==> config.mk <==
export PLATFORM = sky130hd
export DESIGN_NAME = crrc_ram
export DESIGN_NICKNAME = d
export VERILOG_FILES = /design/src/hw/rtl/crrc_ram.sv
export SDC_FILE = /design/constraint.sdc
export NUM_CORES = 2
export LEC_CHECK = 0
export BUFFER_PORTS_ARGS = -buffer_cell sky130_fd_sc_hd__buf_2
export CAP_MARGIN = 20
export CORE_ASPECT_RATIO = 1.75
export CORE_UTILIZATION = 60
export DETAILED_ROUTE_END_ITERATION = 10
export MAX_ROUTING_LAYER = met4
export PLACE_DENSITY = 0.74
export SYNTH_ARGS = -nofsm -noshare
export SYNTH_HDL_FRONTEND = slang
export SYNTH_SLANG_ARGS = --single-unit
==> constraint.sdc <==
create_clock -name clk -period 3.18 [get_ports clk]
set_input_delay 0.477 -clock clk [delete_from_list [all_inputs] [get_ports clk]]
set_output_delay 0.477 -clock clk [all_outputs]
set_load 0.02 [all_outputs]
==> src/hw/rtl/crrc_ram.sv <==
// Generic single-write, single-read RAM with registered read data.
// No dependencies.
`default_nettype none

module crrc_ram #(
    parameter int unsigned WIDTH = 8,
    parameter int unsigned DEPTH = 256
) (
    input  wire logic                     clk,
    input  wire logic                     we,
    input  wire logic [$clog2(DEPTH)-1:0] waddr,
    input  wire logic [WIDTH-1:0]         wdata,
    input  wire logic                     re,
    input  wire logic [$clog2(DEPTH)-1:0] raddr,
    output logic      [WIDTH-1:0]         rdata
);

    logic [WIDTH-1:0] mem [DEPTH];

    always_ff @(posedge clk)
    begin
        if (we)
        begin
            mem[waddr] <= wdata;
        end
        if (re)
        begin
            rdata <= mem[raddr];
        end
    end

endmodule : crrc_ram

`default_nettype wire

# == Word-level counts from Yosys, hierarchy flattened ==
# Memories as Yosys holds them, arrays and structs flattened. A register that Yosys moved wholly into a read port is not among the register bits.
# Index checks and enable logic that the tools add are counted.
# word_totals
ram_bits,2048
romBits,0
memories,1
ff_bits,0
latch_bits,0
wordCells,3
output_inout_bits,8
in_bits,27
# classes
addsub,0
div,0
eq_ne,0
n_shift,0
n_lt_le_gt_ge,0
muxes,2
mul,0
n_bitwise,0
reduce_logical,0
# memory_table
name,depth,width,read_ports,rd_clocked_by_memory_dff,wr,line_no,text
mem,256,8,1,1,1,18,logic [WIDTH-1:0] mem [DEPTH];
# op_table
cell,count
1-bit two-way mux,2

# == Longest topological paths before layout ==
# logic_depth
ltp_word,2
depth_mapped,11
mapped_depth_nobuf,6

# == Least setup slack after synthesis ==
# Ideal clock, no wire load.
# synth_timing
path_kind,input to register
from,input port raddr[0]
to,"register rdata[2] (read register of mem), data pin"
t_arrival_ps,2284
path_stages,9
path_slack_ps,627
required_time_ps,2911
n_path_buf,4
setup_ps,269
path_cell_list,buf_6 -> buf_12 -> buf_8 -> buf_2 -> mux4_2 -> a22oi_1 -> a21oi_1 -> nor4_1 -> nor4_2
# synth_rtl
item,line_no,text
"start, declared",14,"input wire logic [$clog2(DEPTH)-1:0] raddr,"
"end, declared",15,output logic [WIDTH-1:0] rdata

==> flow_metrics.py <==
metrics = {
    "final_layout": {
        "layout.nets": 4275,
        "drive_gt1_frac": 0.294,
        "area_growth_pct": 14.2,
        "instances_no_fill": 6081,
    },
    "setup_path": {
        "cp_data_required_time_ns": 3.72,
        "arrival_ns": 3.56,
        "critical_path_class": "in -> reg",
        "worst-path-max-fanout": 19,
        "startpoint_type": "primary input",
        "crit_path_end_kind": "flip-flop",
    },
    "synth": {
        "synthesis.nets": 3760,
        "synth-seq-cells": 2056,
        "synthCells": 3733,
        "synth_commonest_cells": "edfxtp_1, mux4_2, nor2_1, mux2i_1, a22oi_1",
        "syn_avg_cell_area_um2": 21.3,
        "ys.warnings.count": 0,
        "dominantRegCellSynth": "edfxtp_1",
        "synth_area_um2": 79600,
        "ys_seq_area_frac": 0.775,
        "synthDistinctLibCells": 54,
        "yosys.area.top_type": "edfxtp_1",
        "synthArstFlopShare": 0,
        "synth-edff-count": 2056,
        "synth_top_area_share": 0.775,
        "ys_top_cells_by_area": "edfxtp_1, mux4_2, mux2i_1",
        "synth_most_common_cell": "edfxtp_1",
    },
    "grt": {
        "grt_max_degree": 105,
        "grtUsageTotal": 0.310,
        "grt-ovfl-total": 0,
        "grt_pass1_vias": 41500,
        "antenna_found_initial": 10,
        "grt_pass1_wl_mm": 285,
    },
    "clock_tree": {
        "cts_tree": "yes",
        "hold_buffers": 0,
        "cts_resized": 0,
        "clk_latency_ns": 0.82,
        "htreeDepth": 4,
        "cts-root-buf": "clkbuf_16",
        "numCtsBuffers": 170,
        "post_cts_buffers": 0,
        "clk_pin_slew_ns": 0.07,
        "numClockSinks": 2056,
        "cts_max_path_buffers": 3,
    },
    "timing": {
        "final-hold-violation-count": 0,
        "rsz0062_at_grt": "no",
        "setup_tns_ns": 0,
        "post-route-min-period_ns": 3.02,
        "fmax_mhz": 331,
        "worstMarginPinSlew_ns": 1.05,
        "setup_viol": 0,
        "min_period_over_period": 0.949,
        "timing.final.max_slew_violations": 0,
        "fin_skew_ns": 0.0360,
        "max_slew_margin": 0.292,
    },
    "floorplan": {
        "num_rows": 176,
        "io_pins": 35,
        "die_w_um": 277,
        "core_um2": 131000,
        "start_util": 0.606,
        "die_h_um": 484,
        "dieArea_um2": 134000,
    },
    "job": {
        "drv_cap": 0,
    },
    "routing": {
        "avgRoutedWirePerCell_um": 32.7,
        "post-route-drc-count": 0,
        "routed_wirelength_mm": 199,
        "first_pass_iters": 6,
        "drtAntennaViolNets": 0,
        "vias": 40800,
        "viasPerCell": 6.71,
        "drt_iter0_drc": 4827,
    },
    "power": {
        "power_mw": 53.5,
        "power.leakage_nw": 29.1,
        "peakVddDrop_mv": 0.575,
        "power_density_nw_per_um2": 589,
    },
    "place": {
        "place_inst": 5767,
        "gp_congestion": 0.911,
        "dpl.hpwl_mm": 130,
        "numPortBuffers": 34,
    },
    "min_path": {
        "min_path_type": "in -> reg",
    },
    "run_status": {
        "status": "finished clean",
    },
}
-- where the power goes --
part | total, mW | switching, mW | internal [mW] | leakage [nW]
clock | 20.7 | 9.37 | 11.3 | 2.66
sequential | 29.9 | 0.0383 | 29.9 | 18.5
combinational | 2.96 | 1.83 | 1.13 | 7.99
total | 53.5 | 11.2 | 42.3 | 29.1
-- layout by cell type, fill, tap and decap left out, drive strengths merged, types with 5 or more instances in the layout --
master   synthesis  routed
a2111oi          5       5
a211oi          16      16
a21oi           96      96
a221oi          14      14
a22o             8       8
a22oi          133     133
and2             6       6
buf            122     568
bufinv           0      15
clkbuf         111     215
clkinv           1      75
diode            0       9
edfxtp        2056    2056
inv              1       6
mux2i          134     134
mux4           456     456
nand2           33      33
nand2b           8       8
nand3           34      34
nand4           10      10
nor2           282     282
nor2b           31      31
nor3            22      22
nor4            27      27
o211ai          10      10
o21ai           12      12
o221ai          47      47
o22a             5       5
o22ai           28      28
o32ai            5       5
-- area by class of cell --
type / instances / area, um2
Timing Repair Buffer: 576 / 5090
Antenna cell: 9 / 22.5
Clock inverter: 98 / 978
Fill cell: 7706 / 40500
Sequential cell: 2056 / 61700
Multi-Input combinational cell: 1442 / 16500
Tap cell: 1691 / 2120
Inverter: 2 / 7.51
Clock buffer: 207 / 4480
-- worst max-delay path: stages --
cell and delay, ns:
buf_8 0.16, buf_12 0.18, buf_12 0.18, buf_12 0.22
mux4_2 0.52, nor2b_1 0.15, a211oi_1 0.29, nor3_1 0.12
nor4_2 0.93, buf_4 0.24, nor4_1 0.06
-- through the flow --
stage / setup WS [ns] / util / hold slack, ns / instance area [um2]
4_1_cts: 0.226 / 0.691 / 0.0229 / 90900
6_report: 0.163 / 0.692 / 0.0596 / 90900
3_3_place_gp: -1.01 / 0.650 / 0.865 / 85400
3_5_place_dp: -0.572 / 0.650 / 0.863 / 85400
5_1_grt: 0.225 / 0.692 / 0.0399 / 90900
2_1_floorplan: 0.627 / - / 0.576 / 79600
-- kinds of logic (layout without fill, tap and decap cells) --
group | count (synthesis) | count (layout) | share of synthesized area
AOI/OAI and AO/OA | 385 | 385 | 0.0342
muxes | 591 | 591 | 0.146
DFF | 2056 | 2056 | 0.775
buffers and inverters | 235 | 883 | 0.0183
and+or+nand+nor | 466 | 466 | 0.0263
other | 0 | 9 | 0
-- registers in the layout (all words and copies together), names as in the netlist --
name and flops:
rdata 8, mem 2048
-- routing by layer --
layer  vias to the layer above  share of wire  GRT usage
met5                         -              0          -
met4                         0          0.066      0.173
met3                       541          0.086     0.0451
met2                      2382           0.52      0.520
met1                     21200           0.33      0.360
li1                      16700              -          -
-- worst paths after layout --
check	depth (start not counted)	endpoint	startpoint	slack [ns]
max	11	rdata[1]$_DFFE_PP_	raddr[0]	0.16
min	1	rdata[1]$_DFFE_PP_	re	0.06
max reg2reg	6	rdata[1]$_DFFE_PP_	mem[83][1]$_DFFE_PP_	0.17
min reg2reg	5	rdata[0]$_DFFE_PP_	mem[226][0]$_DFFE_PP_	1.17
Note: power is estimated with default switching activity, not from simulation.
